## config.mk

```make
export PLATFORM = sky130hd
export DESIGN_NAME = scms_work_fifo
export DESIGN_NICKNAME = d
export VERILOG_FILES = /design/src/rtl/scms_pkg.sv /design/src/rtl/scms_work_fifo.sv
export VERILOG_INCLUDE_DIRS = /design/src /design/src/rtl
export SDC_FILE = /design/constraint.sdc
export NUM_CORES = 1
export LEC_CHECK = 0
export BUFFER_PORTS_ARGS = -buffer_cell sky130_fd_sc_hd__buf_2
export CORE_MARGIN = 8
export CORE_UTILIZATION = 47
export DETAILED_ROUTE_END_ITERATION = 7
export GPL_ROUTABILITY_DRIVEN = 1
export PLACE_DENSITY_LB_ADDON = 0.25
export SLEW_MARGIN = 20
export SYNTH_ARGS = -nofsm -noshare
export SYNTH_HDL_FRONTEND = slang
export SYNTH_SLANG_ARGS = --single-unit
```

## constraint.sdc

```tcl
create_clock -name clk_i -period 3.4 [get_ports clk_i]
set_clock_uncertainty 0.2 [all_clocks]
set_input_delay 0.34 -clock clk_i [delete_from_list [all_inputs] [get_ports clk_i]]
set_output_delay 0.34 -clock clk_i [all_outputs]
set_load 0.02 [all_outputs]
```

## src/rtl/sampled_count_min_sketch_core_assert.svh

```systemverilog
// Assertion macros shared by the sampled count-min sketch RTL.
`ifndef SAMPLED_COUNT_MIN_SKETCH_CORE_ASSERT_SVH
`define SAMPLED_COUNT_MIN_SKETCH_CORE_ASSERT_SVH

`ifndef ASSERT_OFF
// The consequent must hold in the same cycle as the antecedent.
`define SCMS_ASSERT_IMP(lbl, clk, rstn, ante, cons) \
  lbl: assert property (@(posedge clk) disable iff (!rstn) (ante) |-> (cons)) \
    else $error("%m: check failed");
// The consequent must hold in the cycle after the antecedent.
`define SCMS_ASSERT_NXT(lbl, clk, rstn, ante, cons) \
  lbl: assert property (@(posedge clk) disable iff (!rstn) (ante) |=> (cons)) \
    else $error("%m: check failed");
`else
`define SCMS_ASSERT_IMP(lbl, clk, rstn, ante, cons)
`define SCMS_ASSERT_NXT(lbl, clk, rstn, ante, cons)
`endif

`endif

```

## src/rtl/scms_pkg.sv

```systemverilog
// Shared types, constants and hash functions of the sampled count-min sketch.
package scms_pkg;

  // Sketch geometry.
  localparam int ROWS       = 4;
  localparam int COLUMNS    = 1024;
  localparam int COL_W      = $clog2(COLUMNS);
  localparam int KEY_BYTES  = 13;
  localparam int KEY_W      = KEY_BYTES * 8;
  localparam int TUPLE_W    = 104;
  localparam int BYTE_CNT_W = $clog2(KEY_BYTES);

  // Work queue between the hash front and the counting back.
  localparam int WQ_DEPTH = 2;
  localparam int WQ_PTR_W = $clog2(WQ_DEPTH);

  // Configuration port.
  localparam int PADDR_W = 3;
  localparam logic [31:0] THRESHOLD_RESET = 32'd171798691;
  localparam logic REG_THRESHOLD = 1'b0;

  // Reflected CRC-32C polynomial and the per-row seeds.
  localparam logic [31:0] CRC_POLY = 32'h82F63B78;
  localparam logic [3:0][31:0] ROW_SEED = {32'h00ec587f, 32'h00ec5861,
                                           32'h00ec5859, 32'h00ec5853};

  // Command codes.
  localparam logic CMD_UPDATE = 1'b0;
  localparam logic CMD_READ   = 1'b1;

  // Request as it enters the block.
  typedef struct packed {
    logic        command;
    logic [31:0] source_address;
    logic [31:0] destination_address;
    logic [15:0] source_port;
    logic [15:0] destination_port;
    logic [7:0]  protocol;
    logic [31:0] random_row0;
    logic [31:0] random_row1;
    logic [31:0] random_row2;
    logic [31:0] random_row3;
    logic [1:0]  read_row;
    logic [9:0]  read_column;
  } scms_in_t;

  // Result as it leaves the block.
  typedef struct packed {
    logic [31:0] counter_value;
    logic [3:0]  rows_updated;
  } scms_out_t;

  // Classified request passed from the front to the back.
  typedef struct packed {
    logic                       command;
    logic [ROWS-1:0]            mask;
    logic [ROWS-1:0][COL_W-1:0] cols;
    logic [1:0]                 read_row;
    logic [9:0]                 read_column;
  } scms_work_t;

  typedef enum logic [1:0] {
    FE_IDLE,
    FE_HASH,
    FE_PUSH
  } scms_front_e;

  typedef enum logic [1:0] {
    BE_CLEAR,
    BE_IDLE,
    BE_READ,
    BE_WRITE
  } scms_back_e;

  // Key bytes in hash order, first byte in the top bits, zero padded.
  function automatic logic [KEY_W-1:0] scms_make_key(input scms_in_t item);
    logic [KEY_W-1:0] key;
    key = '0;
    key[KEY_W-1 -: TUPLE_W] = {item.source_address, item.destination_address,
                               item.source_port, item.destination_port,
                               item.protocol};
    return key;
  endfunction

  // One byte of the reflected CRC-32C.
  function automatic logic [31:0] scms_crc_byte(input logic [31:0] crc,
                                                input logic [7:0] data);
    logic [31:0] c;
    c = crc ^ {24'd0, data};
    for (int b = 0; b < 8; b++) begin
      c = c[0] ? ((c >> 1) ^ CRC_POLY) : (c >> 1);
    end
    return c;
  endfunction

endpackage

```

## src/rtl/scms_work_fifo.sv

```systemverilog
// Short queue of classified requests between the front and the back.
`include "sampled_count_min_sketch_core_assert.svh"

module scms_work_fifo (
  input  logic                 clk_i,
  input  logic                 rst_ni,
  input  logic                 push_i,
  input  scms_pkg::scms_work_t data_i,
  output logic                 full_o,
  input  logic                 pop_i,
  output scms_pkg::scms_work_t data_o,
  output logic                 empty_o
);
  import scms_pkg::*;

  scms_work_t            entry_q [WQ_DEPTH];
  logic [WQ_PTR_W-1:0]   wr_ptr_q, rd_ptr_q;
  logic [WQ_PTR_W:0]     count_q;
  logic                  do_push, do_pop;

  assign full_o  = (count_q == (WQ_PTR_W + 1)'(WQ_DEPTH));
  assign empty_o = (count_q == '0);
  assign do_push = push_i && !full_o;
  assign do_pop  = pop_i && !empty_o;
  assign data_o  = entry_q[rd_ptr_q];

  // Pointers and fill level.
  always_ff @(posedge clk_i or negedge rst_ni) begin
    if (!rst_ni) begin
      wr_ptr_q <= '0;
      rd_ptr_q <= '0;
      count_q  <= '0;
    end else begin
      if (do_push) begin
        wr_ptr_q <= wr_ptr_q + 1'b1;
      end
      if (do_pop) begin
        rd_ptr_q <= rd_ptr_q + 1'b1;
      end
      if (do_push && !do_pop) begin
        count_q <= count_q + 1'b1;
      end else if (do_pop && !do_push) begin
        count_q <= count_q - 1'b1;
      end
    end
  end

  // Entry storage.
  always_ff @(posedge clk_i) begin
    if (do_push) begin
      entry_q[wr_ptr_q] <= data_i;
    end
  end

  // The fill level never passes the depth.
  `SCMS_ASSERT_IMP(a_fill_bound, clk_i, rst_ni, 1'b1,
                   count_q <= (WQ_PTR_W + 1)'(WQ_DEPTH))

endmodule

```

==> metrics.md <==
| Metric | Value |
|---|---|
| Top cell type's share of synthesized area | `0.781` |
| Number of standard-cell rows in the floorplan | `35` |
| Capturing instance or port of the critical path | `data_o[2]` |
| Std-Cell Core Area | `9150 sq um` |
| GRT Residual Overflow | `0` |
| Unrepaired setup endpoints after global routing | `false` |
| Worst min-delay path class | `reg2reg` |
| Die footprint | `roughly 13000 sq um` |
| Reg-to-reg endpoint | `entry_q[1][56]` |
| Number of diodes added for antenna fixing | `0` |
| Post-detailed-route count of antenna-violating nets | `0` |
| Layout cell share with drive strength beyond 1 | `0.522` |
| Nets in the synthesized netlist | `258` |
| Status | `finished clean` |
| Setup slack of the most critical reg-to-reg path | `1330 ps` |
| Critical Path End Type | `primary output` |
| Count of vias placed by the detailed router | `roughly 2400` |
| Most frequent standard cell in the layout excluding fill and tap cells | `buf_2` |
| DRC violation count after routing | `0` |
| Internal power | `between 4 and 5 mW` |
| Largest net degree at the start of global routing | `50` |
| Vias in the first global route | `between 2000 and 3000` |
| Worst-case setup margin in the final layout | `approximately 940 ps` |
| All-layer global routing usage | `0.140` |
| Commonest cells after routing, fill and taps aside | `119 x buf_2, 114 x edfxtp_1, 61 x dlygate4sd3_1` |
| Critical path launch point type | `register` |
| Worst-path clk slew | `approximately 50 ps` |
| Data arrival at the endpoint of the critical path | `around 1900 ps` |
| # Post-CTS Setup Buffers | `0` |
| Critical R2R Launch | `count_q[0]` |
| Dominant cells by area after synthesis | `edfxtp_1 78%, mux2_2 9.5%, mux2_4 6.8%, dfrtp_1 2.3%, buf_6 0.77%` |
| Dominant cell type by area after synthesis | `edfxtp_1` |
| TritonCTS clock tree | `yes` |
| CTS root buffer | `clkbuf_8` |
| Pwr Density | `between 800 and 900 nW/um^2` |
| Critical path peak fanout | `between 40 and 50` |
| Sequential fraction of design power | `0.369` |
| Period utilization | `0.724` |
| Port bufs | `119` |
| Cell Area, Synth | `~4400 sq um` |
| Tightest Pin Transition | `706 ps` |
| Crit path launch | `rd_ptr_q` |
| Width of the die | `~110 um` |
| Slowest stage cell on the critical path | `dfrtp_2` |
| Place WS | `roughly 1300 ps` |
| Number of distinct library cells after synthesis | `15` |
| Final Setup Violations | `0` |
| Top-Level Pins | `120` |
| Clock latency at the later pin of the worst-skew pair | `roughly 490 ps` |
| Nets | `roughly 460` |
| Cell Chain, Critical Path | `buf_12, mux2_2, buf_2` |
| Wire length per cell after detailed routing | `~17 um` |
| Fillers | `just under 600` |
| Synth Instances | `just under 200` |
| Part of the total power dissipated in combinational logic | `0.307` |
| Peak clock frequency supported by timing | `0.406 GHz` |
| Number of antenna violations at the first check in global routing | `0` |
| Req. time, crit path | `about 2900 ps` |
| GPL Wtd Cong | `about 0.68` |
| P&R area growth vs syn | `45.3%` |
| Worst slew margin | `0.529` |
| First-pass GRT wire length | `approximately 14 mm` |
| Violation count after the first detailed-routing iteration | `between 50 and 60` |
| Post-synthesis sequential area ratio | `0.803` |
| Final-report max-slew violation count | `0` |
| Average footprint of a synthesized cell | `roughly 22 sq um` |
| First-pass iteration count of the detailed router | `4` |
| Height of the chip | `113 um` |
| Sinks on Clock Net | `118` |
| Biggest cell delay along the critical path | `slightly above 500 ps` |
| Net switching power of the design | `between 1.5 and 2 mW` |
| Starting density of the core | `0.479` |
| Final Hold Viols | `0` |
| Peak ir drop on the vdd network | `0.627 mV` |
| Ratio of routed vias to standard cells | `4.70` |
| Maximum buffer depth of the clock tree | `2` |
| Max-cap check violation count | `0` |
| Clock period minus final worst setup slack | `between 2000 and 2500 ps` |
| Maximum level of the CTS H-tree | `4` |
| TNS Setup | `0 ps` |
| Sw Ratio | `0.298` |
| Static power due to leakage | `around 2.5 nW` |
| Share of the core filled with cells | `0.696` |
| Number of synthesis warnings | `0` |
| Total clock buffers created by CTS | `17` |
| Number of synthesized register bits | `roughly 120` |
| Drt total wl | `8.63 mm` |
| Resized Gates After CTS | `0` |
| Hpwl dp | `5.29 mm` |
| Critical setup path kind | `reg2out` |
| Depth of the worst register-to-register path | `3` |
| Clock network fraction of design power | `0.324` |
## cells in the mapped netlist
| master | count |
|---|---|
| and3_1 | 1 |
| buf_2 | 3 |
| buf_6 | 3 |
| dfrtp_1 | 4 |
| edfxtp_1 | 114 |
| ha_1 | 1 |
| inv_1 | 2 |
| mux2_2 | 37 |
| mux2_4 | 20 |
| nand2_1 | 1 |
| nand2b_1 | 1 |
| nor2_1 | 3 |
| o21ai_0 | 1 |
| xnor2_1 | 3 |
| xor2_1 | 2 |
## sequential cells by signal, summed over array words and instances (netlist names)
register  flops
entry_q     114
wr_ptr_q      1
rd_ptr_q      1
count_q       2
## worst max-delay path, delay by kind of cell (launching register included)
kind,cells,cell delay [ps]
buffers and inverters,2,490
DFF,1,510
muxes,1,390
## metrics by stage
stage               total power [mW]  cell area, sq um  hold slack, ps  instances
detailed placement              3.86              5140           -45.9        424
global route                    5.96              6370             335        517
CTS                             5.78              6370             328        517
floorplan                       3.34              4390            -156        196
global placement                3.84              5140           -49.8        424
finish                          5.70              6370             328        517
## layout make-up
class                      instances  area [sq um]  share of cell area
tap                              111           139              0.0218
multi-input combinational         70           815               0.128
clock buffer                      18           418              0.0656
inverter                           2          7.51             0.00118
timing repair buffer             184          1260               0.198
sequential                       118          3520               0.553
clock inverter                    14           206              0.0324
## layer usage
layer  vias up  routed length [um]  GRT usage
li1       1164                   -          -
met1      1179                3530      0.152
met4         0                  90     0.0603
met2        79                4430      0.236
met5         -                   0          0
met3         8                 589     0.0596
## power by group through the flow
stage | logic [mW] | registers (mW) | clock network, mW
6_report | 1.75 | 2.10 | 1.84
5_1_grt | 1.88 | 2.13 | 1.94
3_3_place_gp | 1.72 | 2.11 | 0
3_5_place_dp | 1.73 | 2.13 | 0
4_1_cts | 1.79 | 2.11 | 1.88
2_1_floorplan | 1.24 | 2.10 | 0
## logic make-up (layout without fill, tap and decap cells)
kind of cell / after synthesis / count (layout) / synth area share
AND/OR/NAND/NOR: 6 / 6 / 0.00628
AO/OA/AOI/OAI: 1 / 1 / 0.00114
adder cells (fa/ha/maj): 1 / 1 / 0.00285
flip-flops: 118 / 118 / 0.803
multiplexers: 57 / 57 / 0.163
XOR/XNOR: 5 / 5 / 0.00999
buffers and inverters: 8 / 218 / 0.0128
## timing repair
item,CTS,global route
hold endpoints to repair,120,0
hold buffers,61,0
setup endpoints to repair,0,0
## how the worst min path moves through the flow
stage	start	endpoint	slack, ps	cells past startpoint
2_1_floorplan	rst_ni	count_q[0]	-160	0
3_3_place_gp	rst_ni	count_q[0]	-50	1
3_5_place_dp	rst_ni	count_q[0]	-50	1
4_1_cts	count_q[1]	count_q[1]	330	1
5_1_grt	count_q[1]	count_q[1]	340	1
6_report	count_q[1]	count_q[1]	330	1
No activity file was read; power rests on OpenSTA's default activity.
