<file path="src/rtl/sampled_count_min_sketch_core_assert.svh">
// Assertion macros shared by the sampled count-min sketch RTL.
`ifndef SAMPLED_COUNT_MIN_SKETCH_CORE_ASSERT_SVH
`define SAMPLED_COUNT_MIN_SKETCH_CORE_ASSERT_SVH

`ifndef ASSERT_OFF
// The consequent must hold in the same cycle as the antecedent.
`define SCMS_ASSERT_IMP(lbl, clk, rstn, ante, cons) \
  lbl: assert property (@(posedge clk) disable iff (!rstn) (ante) |-> (cons)) \
    else $error("%m: check failed");
// The consequent must hold in the cycle after the antecedent.
`define SCMS_ASSERT_NXT(lbl, clk, rstn, ante, cons) \
  lbl: assert property (@(posedge clk) disable iff (!rstn) (ante) |=> (cons)) \
    else $error("%m: check failed");
`else
`define SCMS_ASSERT_IMP(lbl, clk, rstn, ante, cons)
`define SCMS_ASSERT_NXT(lbl, clk, rstn, ante, cons)
`endif

`endif

</file>
<file path="src/rtl/scms_pkg.sv">
// Shared types, constants and hash functions of the sampled count-min sketch.
package scms_pkg;

  // Sketch geometry.
  localparam int ROWS       = 4;
  localparam int COLUMNS    = 1024;
  localparam int COL_W      = $clog2(COLUMNS);
  localparam int KEY_BYTES  = 13;
  localparam int KEY_W      = KEY_BYTES * 8;
  localparam int TUPLE_W    = 104;
  localparam int BYTE_CNT_W = $clog2(KEY_BYTES);

  // Work queue between the hash front and the counting back.
  localparam int WQ_DEPTH = 2;
  localparam int WQ_PTR_W = $clog2(WQ_DEPTH);

  // Configuration port.
  localparam int PADDR_W = 3;
  localparam logic [31:0] THRESHOLD_RESET = 32'd171798691;
  localparam logic REG_THRESHOLD = 1'b0;

  // Reflected CRC-32C polynomial and the per-row seeds.
  localparam logic [31:0] CRC_POLY = 32'h82F63B78;
  localparam logic [3:0][31:0] ROW_SEED = {32'h00ec587f, 32'h00ec5861,
                                           32'h00ec5859, 32'h00ec5853};

  // Command codes.
  localparam logic CMD_UPDATE = 1'b0;
  localparam logic CMD_READ   = 1'b1;

  // Request as it enters the block.
  typedef struct packed {
    logic        command;
    logic [31:0] source_address;
    logic [31:0] destination_address;
    logic [15:0] source_port;
    logic [15:0] destination_port;
    logic [7:0]  protocol;
    logic [31:0] random_row0;
    logic [31:0] random_row1;
    logic [31:0] random_row2;
    logic [31:0] random_row3;
    logic [1:0]  read_row;
    logic [9:0]  read_column;
  } scms_in_t;

  // Result as it leaves the block.
  typedef struct packed {
    logic [31:0] counter_value;
    logic [3:0]  rows_updated;
  } scms_out_t;

  // Classified request passed from the front to the back.
  typedef struct packed {
    logic                       command;
    logic [ROWS-1:0]            mask;
    logic [ROWS-1:0][COL_W-1:0] cols;
    logic [1:0]                 read_row;
    logic [9:0]                 read_column;
  } scms_work_t;

  typedef enum logic [1:0] {
    FE_IDLE,
    FE_HASH,
    FE_PUSH
  } scms_front_e;

  typedef enum logic [1:0] {
    BE_CLEAR,
    BE_IDLE,
    BE_READ,
    BE_WRITE
  } scms_back_e;

  // Key bytes in hash order, first byte in the top bits, zero padded.
  function automatic logic [KEY_W-1:0] scms_make_key(input scms_in_t item);
    logic [KEY_W-1:0] key;
    key = '0;
    key[KEY_W-1 -: TUPLE_W] = {item.source_address, item.destination_address,
                               item.source_port, item.destination_port,
                               item.protocol};
    return key;
  endfunction

  // One byte of the reflected CRC-32C.
  function automatic logic [31:0] scms_crc_byte(input logic [31:0] crc,
                                                input logic [7:0] data);
    logic [31:0] c;
    c = crc ^ {24'd0, data};
    for (int b = 0; b < 8; b++) begin
      c = c[0] ? ((c >> 1) ^ CRC_POLY) : (c >> 1);
    end
    return c;
  endfunction

endpackage

</file>
<file path="src/rtl/scms_hash_front.sv">
// Front end: takes requests, decides the sampled rows and hashes the key.
`include "sampled_count_min_sketch_core_assert.svh"

module scms_hash_front (
  input  logic                clk_i,
  input  logic                rst_ni,
  input  logic                push_i,
  input  scms_pkg::scms_in_t  item_i,
  output logic                full_o,
  input  logic [31:0]         threshold_i,
  input  logic                hold_i,
  output logic                work_valid_o,
  input  logic                work_ready_i,
  output scms_pkg::scms_work_t work_o
);
  import scms_pkg::*;

  localparam logic [BYTE_CNT_W-1:0] BYTE_LAST = BYTE_CNT_W'(KEY_BYTES - 1);

  scms_front_e state_q, state_d;
  logic [BYTE_CNT_W-1:0]   cnt_q;
  logic [KEY_W-1:0]        key_q;
  logic [ROWS-1:0][31:0]   crc_q;
  logic                    cmd_q;
  logic [ROWS-1:0]         mask_q;
  logic [1:0]              rrow_q;
  logic [9:0]              rcol_q;
  logic                    accept;
  logic [3:0][31:0]        rnd;
  logic [ROWS-1:0]         mask_new;

  assign accept = push_i && !full_o;
  assign rnd    = {item_i.random_row3, item_i.random_row2,
                   item_i.random_row1, item_i.random_row0};

  // Sampling decision per row; a read touches no row.
  always_comb begin
    for (int r = 0; r < ROWS; r++) begin
      mask_new[r] = (item_i.command == CMD_UPDATE) && (rnd[r] < threshold_i);
    end
  end

  // Next state.
  always_comb begin
    state_d = state_q;
    case (state_q)
      FE_IDLE: begin
        if (accept) begin
          state_d = (item_i.command == CMD_READ) ? FE_PUSH : FE_HASH;
        end
      end
      FE_HASH: begin
        if (cnt_q == BYTE_LAST) begin
          state_d = FE_PUSH;
        end
      end
      FE_PUSH: begin
        if (work_ready_i) begin
          state_d = FE_IDLE;
        end
      end
      default: state_d = FE_IDLE;
    endcase
  end

  // Outputs.
  always_comb begin
    full_o       = (state_q != FE_IDLE) || hold_i;
    work_valid_o = (state_q == FE_PUSH);
    work_o.command     = cmd_q;
    work_o.mask        = mask_q;
    work_o.read_row    = rrow_q;
    work_o.read_column = rcol_q;
    for (int r = 0; r < ROWS; r++) begin
      work_o.cols[r] = crc_q[r][COL_W-1:0];
    end
  end

  // Control registers.
  always_ff @(posedge clk_i or negedge rst_ni) begin
    if (!rst_ni) begin
      state_q <= FE_IDLE;
      cnt_q   <= '0;
    end else begin
      state_q <= state_d;
      if (accept) begin
        cnt_q <= '0;
      end else if (state_q == FE_HASH) begin
        cnt_q <= cnt_q + 1'b1;
      end
    end
  end

  // Key shift register and one CRC byte step per row and cycle.
  always_ff @(posedge clk_i) begin
    if (accept) begin
      key_q  <= scms_make_key(item_i);
      cmd_q  <= item_i.command;
      mask_q <= mask_new;
      rrow_q <= item_i.read_row;
      rcol_q <= item_i.read_column;
      for (int r = 0; r < ROWS; r++) begin
        crc_q[r] <= ROW_SEED[r];
      end
    end else if (state_q == FE_HASH) begin
      key_q <= key_q << 8;
      for (int r = 0; r < ROWS; r++) begin
        crc_q[r] <= scms_crc_byte(crc_q[r], key_q[KEY_W-1 -: 8]);
      end
    end
  end

  // The byte counter steps by one through every hashing cycle.
  `SCMS_ASSERT_NXT(a_hash_count, clk_i, rst_ni,
                   state_q == FE_HASH && cnt_q != BYTE_LAST,
                   cnt_q == $past(cnt_q) + 1'b1)

endmodule

</file>
<file path="config.mk">
export PLATFORM = sky130hd
export DESIGN_NAME = scms_hash_front
export DESIGN_NICKNAME = d
export VERILOG_FILES = /design/src/rtl/scms_pkg.sv /design/src/rtl/scms_hash_front.sv
export VERILOG_INCLUDE_DIRS = /design/src /design/src/rtl
export SDC_FILE = /design/constraint.sdc
export NUM_CORES = 1
export LEC_CHECK = 0
export ABC_CLOCK_PERIOD_IN_PS = 9400
export BUFFER_PORTS_ARGS = -buffer_cell sky130_fd_sc_hd__buf_2
export CAP_MARGIN = 15
export CELL_PAD_IN_SITES_DETAIL_PLACEMENT = 0
export CELL_PAD_IN_SITES_GLOBAL_PLACEMENT = 1
export CORE_AREA = 2 2 189 191
export CTS_CLUSTER_DIAMETER = 100
export DETAILED_ROUTE_END_ITERATION = 10
export DIE_AREA = 0 0 191 193
export PLACE_DENSITY_LB_ADDON = 0.1
export SLEW_MARGIN = 25
export SYNTH_ARGS = -nofsm -noshare
export SYNTH_HDL_FRONTEND = slang
export SYNTH_SLANG_ARGS = --single-unit
</file>
<file path="constraint.sdc">
create_clock -name clk_i -period 9.4 [get_ports clk_i]
set_input_delay 0.94 -clock clk_i [delete_from_list [all_inputs] [get_ports clk_i]]
set_output_delay 0.94 -clock clk_i [all_outputs]
set_load 0.01 [all_outputs]
</file>
==> summary.md <==
| Metric | Value |
|---|---|
| # setup viols final | 0 |
| Core footprint | 0.0350 sq mm |
| Critical path, cell by cell | nor3_2, nand2_4, inv_6, nor2_1, inv_4, buf_4 |
| Slew headroom | 0.330 |
| WP buf/inv | 3 |
| First-pass GRT wire length | 67.1 mm |
| I/O pin count | 341 |
| Initial drt markers | 598 |
| CP arrival | ~4600 ps |
| Overall routing resource usage | 0.236 |
| Site Rows | 69 |
| MaxCap Viol Count | 0 |
| Gr ovfl total | 0 |
| Worst slew pin tran | ~1000 ps |
| Die area | between 0.03 and 0.04 sq mm |
| Clock Skew | 14.1 ps |
| Share of the yosys chip area belonging to registers | 0.399 |
| Number of setup buffers added after CTS | 0 |
| Worst r2r src | state_q[1] |
| Pins over their slew limit | 0 |
| Deepest clock path buffer count | 3 |
| Nets | 2321 |
| Vias in the first global route | about 12000 |
| Pin count of the biggest net entering global routing | about 130 |
| Min cycle time layout | about 4400 ps |
| Final Hold Viols | 0 |
| Setup TNS | 0 ps |
| Cell accounting for the most synthesized area | edfxtp_1 |
| Initial Utilization | 0.454 |
| Routed WL per cell | 18.1 um |
| Fin crit share | 0.470 |
| Synth Flop Type | dfxtp_1 |
| Final HPWL from detailed placement | ~33 mm |
| Area contributors post-synth | edfxtp_1 23%, dfxtp_1 16%, xnor2_1 13%, ha_1 9.9%, nand2_1 7.8% |
| GP Congestion | roughly 0.91 |
| Root Buffer | clkbuf_16 |
| Vias/cell | between 5 and 6 |
| H-Tree Depth | 1 |
| Sink Count | about 260 |
| Mapped Nets | 2056 |
| Worst-path maximum fanout | 85 |
| Max incr delay on CP | approximately 840 ps |
| Fmax | between 0.2 and 0.25 GHz |
| Cell variety after synth | between 40 and 50 |
| Most common cell after layout, fill and taps aside | buf_2 |
| RSZ-0062 raised after global routing | false |
| Syn avg cell area | about 9.6 sq um |
| Syn Std Cell Area | approximately 0.016 sq mm |
| Post-synth ARST share | 0.0235 |
| Crit-path leading delay family | buffers and inverters |
| Yosys top cell area share | 0.229 |
| Num CTS Buffers | 29 |
| Post-route ant nets | 0 |
| Worst setup startpoint | state_q[1] |
| Cells after Synth | ~1600 |
| Area Overhead vs Synth | 17.2% |
| Worst Hold Class | input port to asynchronous set/reset pin |
| CTS tree | yes |
| Synth Register Bits | ~260 |
| DR vias | approximately 12000 |
| TritonRoute pass-1 iters | 5 |
| Synth Warn # | 0 |
| Port Buf Inserts | 340 |
| DR DRC count | 0 |
| CP required | between 9000 and 10000 ps |
| CP endpoint kind | register |
| Share of cells above drive strength 1 | 0.230 |
| Kind of critical path | register to register |
| Reg clk slew, reported paths | approximately 60 ps |
| Hold buffers post-CTS | 0 |
| Post-CTS sizing | 0 |
| Chip height | a little under 200 um |
| Clock latency at the later pin of the worst-skew pair | ~540 ps |
| Most frequent cells in the layout | 340 x buf_2, 331 x nand2_1, 239 x xnor2_1 |
| Critical Path Start Type | register |
| Status | finished clean |
| Drt total wl | ~43 mm |
| Antenna violations before repair | 16 |
| CP max-delay cell | buf_4 |
| Die X | 191 um |
| EDFF count, synth | roughly 120 |
| Hold_ws | around 230 ps |
-- through the flow --
stage | cells | worst slack, ps | utilization | area (sq um)
2_1_floorplan | 1648 | 4890 | - | 15900
3_3_place_gp | 2343 | 4170 | 0.504 | 17600
3_5_place_dp | 2343 | 4030 | 0.504 | 17600
4_1_cts | 2396 | 4540 | 0.531 | 18600
5_1_grt | 2402 | 4500 | 0.532 | 18600
6_report | 2408 | 4980 | 0.533 | 18600
-- worst paths after layout --
| path | cells after the start | slack, ps | to |
|---|---|---|---|
| min reg2reg | 2 | 460 | crc_q[42] |
| max | 6 | 4980 | key_q[46] |
| min | 1 | 230 | state_q[0] |
| max in group asynchronous | 1 | 9010 | cnt_q[2] |
| max reg2reg | 6 | 4980 | key_q[46] |
| min in group clk_i | 2 | 460 | crc_q[42] |
-- metal layers --
metal / vias to the layer above / track usage / part of all wire / wire length, um
met4: 8 / 0.0945 / 0.041 / 1780
met2: 301 / 0.414 / 0.49 / 21300
met5: - / 0 / 0.0011 / 49
met3: 94 / 0.0481 / 0.052 / 2260
li1: 6110 / - / - / -
met1: 5583 / 0.282 / 0.42 / 18100
-- cells by family after synthesis --
kind of cell | after synthesis | synth area share
and+or+nand+nor | 512 | 0.137
xor gates and xnor gates | 357 | 0.226
DFF | 255 | 0.399
AOI/OAI and AO/OA | 250 | 0.0911
buffers and inverters | 148 | 0.0468
adders and majority gates | 126 | 0.0992
-- cell usage after synthesis, drive strengths merged, types with 9 or more instances --
master and count:
nor3 37, a21oi 73, nand2 332, clkbuf 48, and3 9, edfxtp 121, o21ai 99, xor2 80
a211oi 10, xnor2 277, inv 37, dfxtp 128, nand4 24, nor2 27, nand3 66, buf 63
ha 126, a21o 40
-- worst register-to-register path, delay by kind of cell, from the launching register on --
family | cells | cell delay, ps
buffers and inverters | 3 | 2010
flip-flops | 1 | 460
AND/OR/NAND/NOR | 3 | 1490
-- cell type report --
type	instances	area, sq um
Fill cell	3282	16300
Multi-Input combinational cell	1245	8830
Sequential cell	255	6350
Timing Repair Buffer	345	1740
Clock buffer	42	845
Tap cell	461	577
Inverter	37	146
Clock inverter	11	106
Antenna cell	12	30.0
-- flip-flops by register name, indices dropped and copies added, names as in the netlist --
| signal | count |
|---|---|
| mask_q | 4 |
| rrow_q | 2 |
| work_o | 40 |
| rcol_q | 10 |
| crc_q | 88 |
| cmd_q | 1 |
| cnt_q | 4 |
| state_q | 2 |
| key_q | 104 |
Power is left out: the tool's default activity adds up to more than one toggle a clock period on the data nets, which glitch-free logic cannot reach.
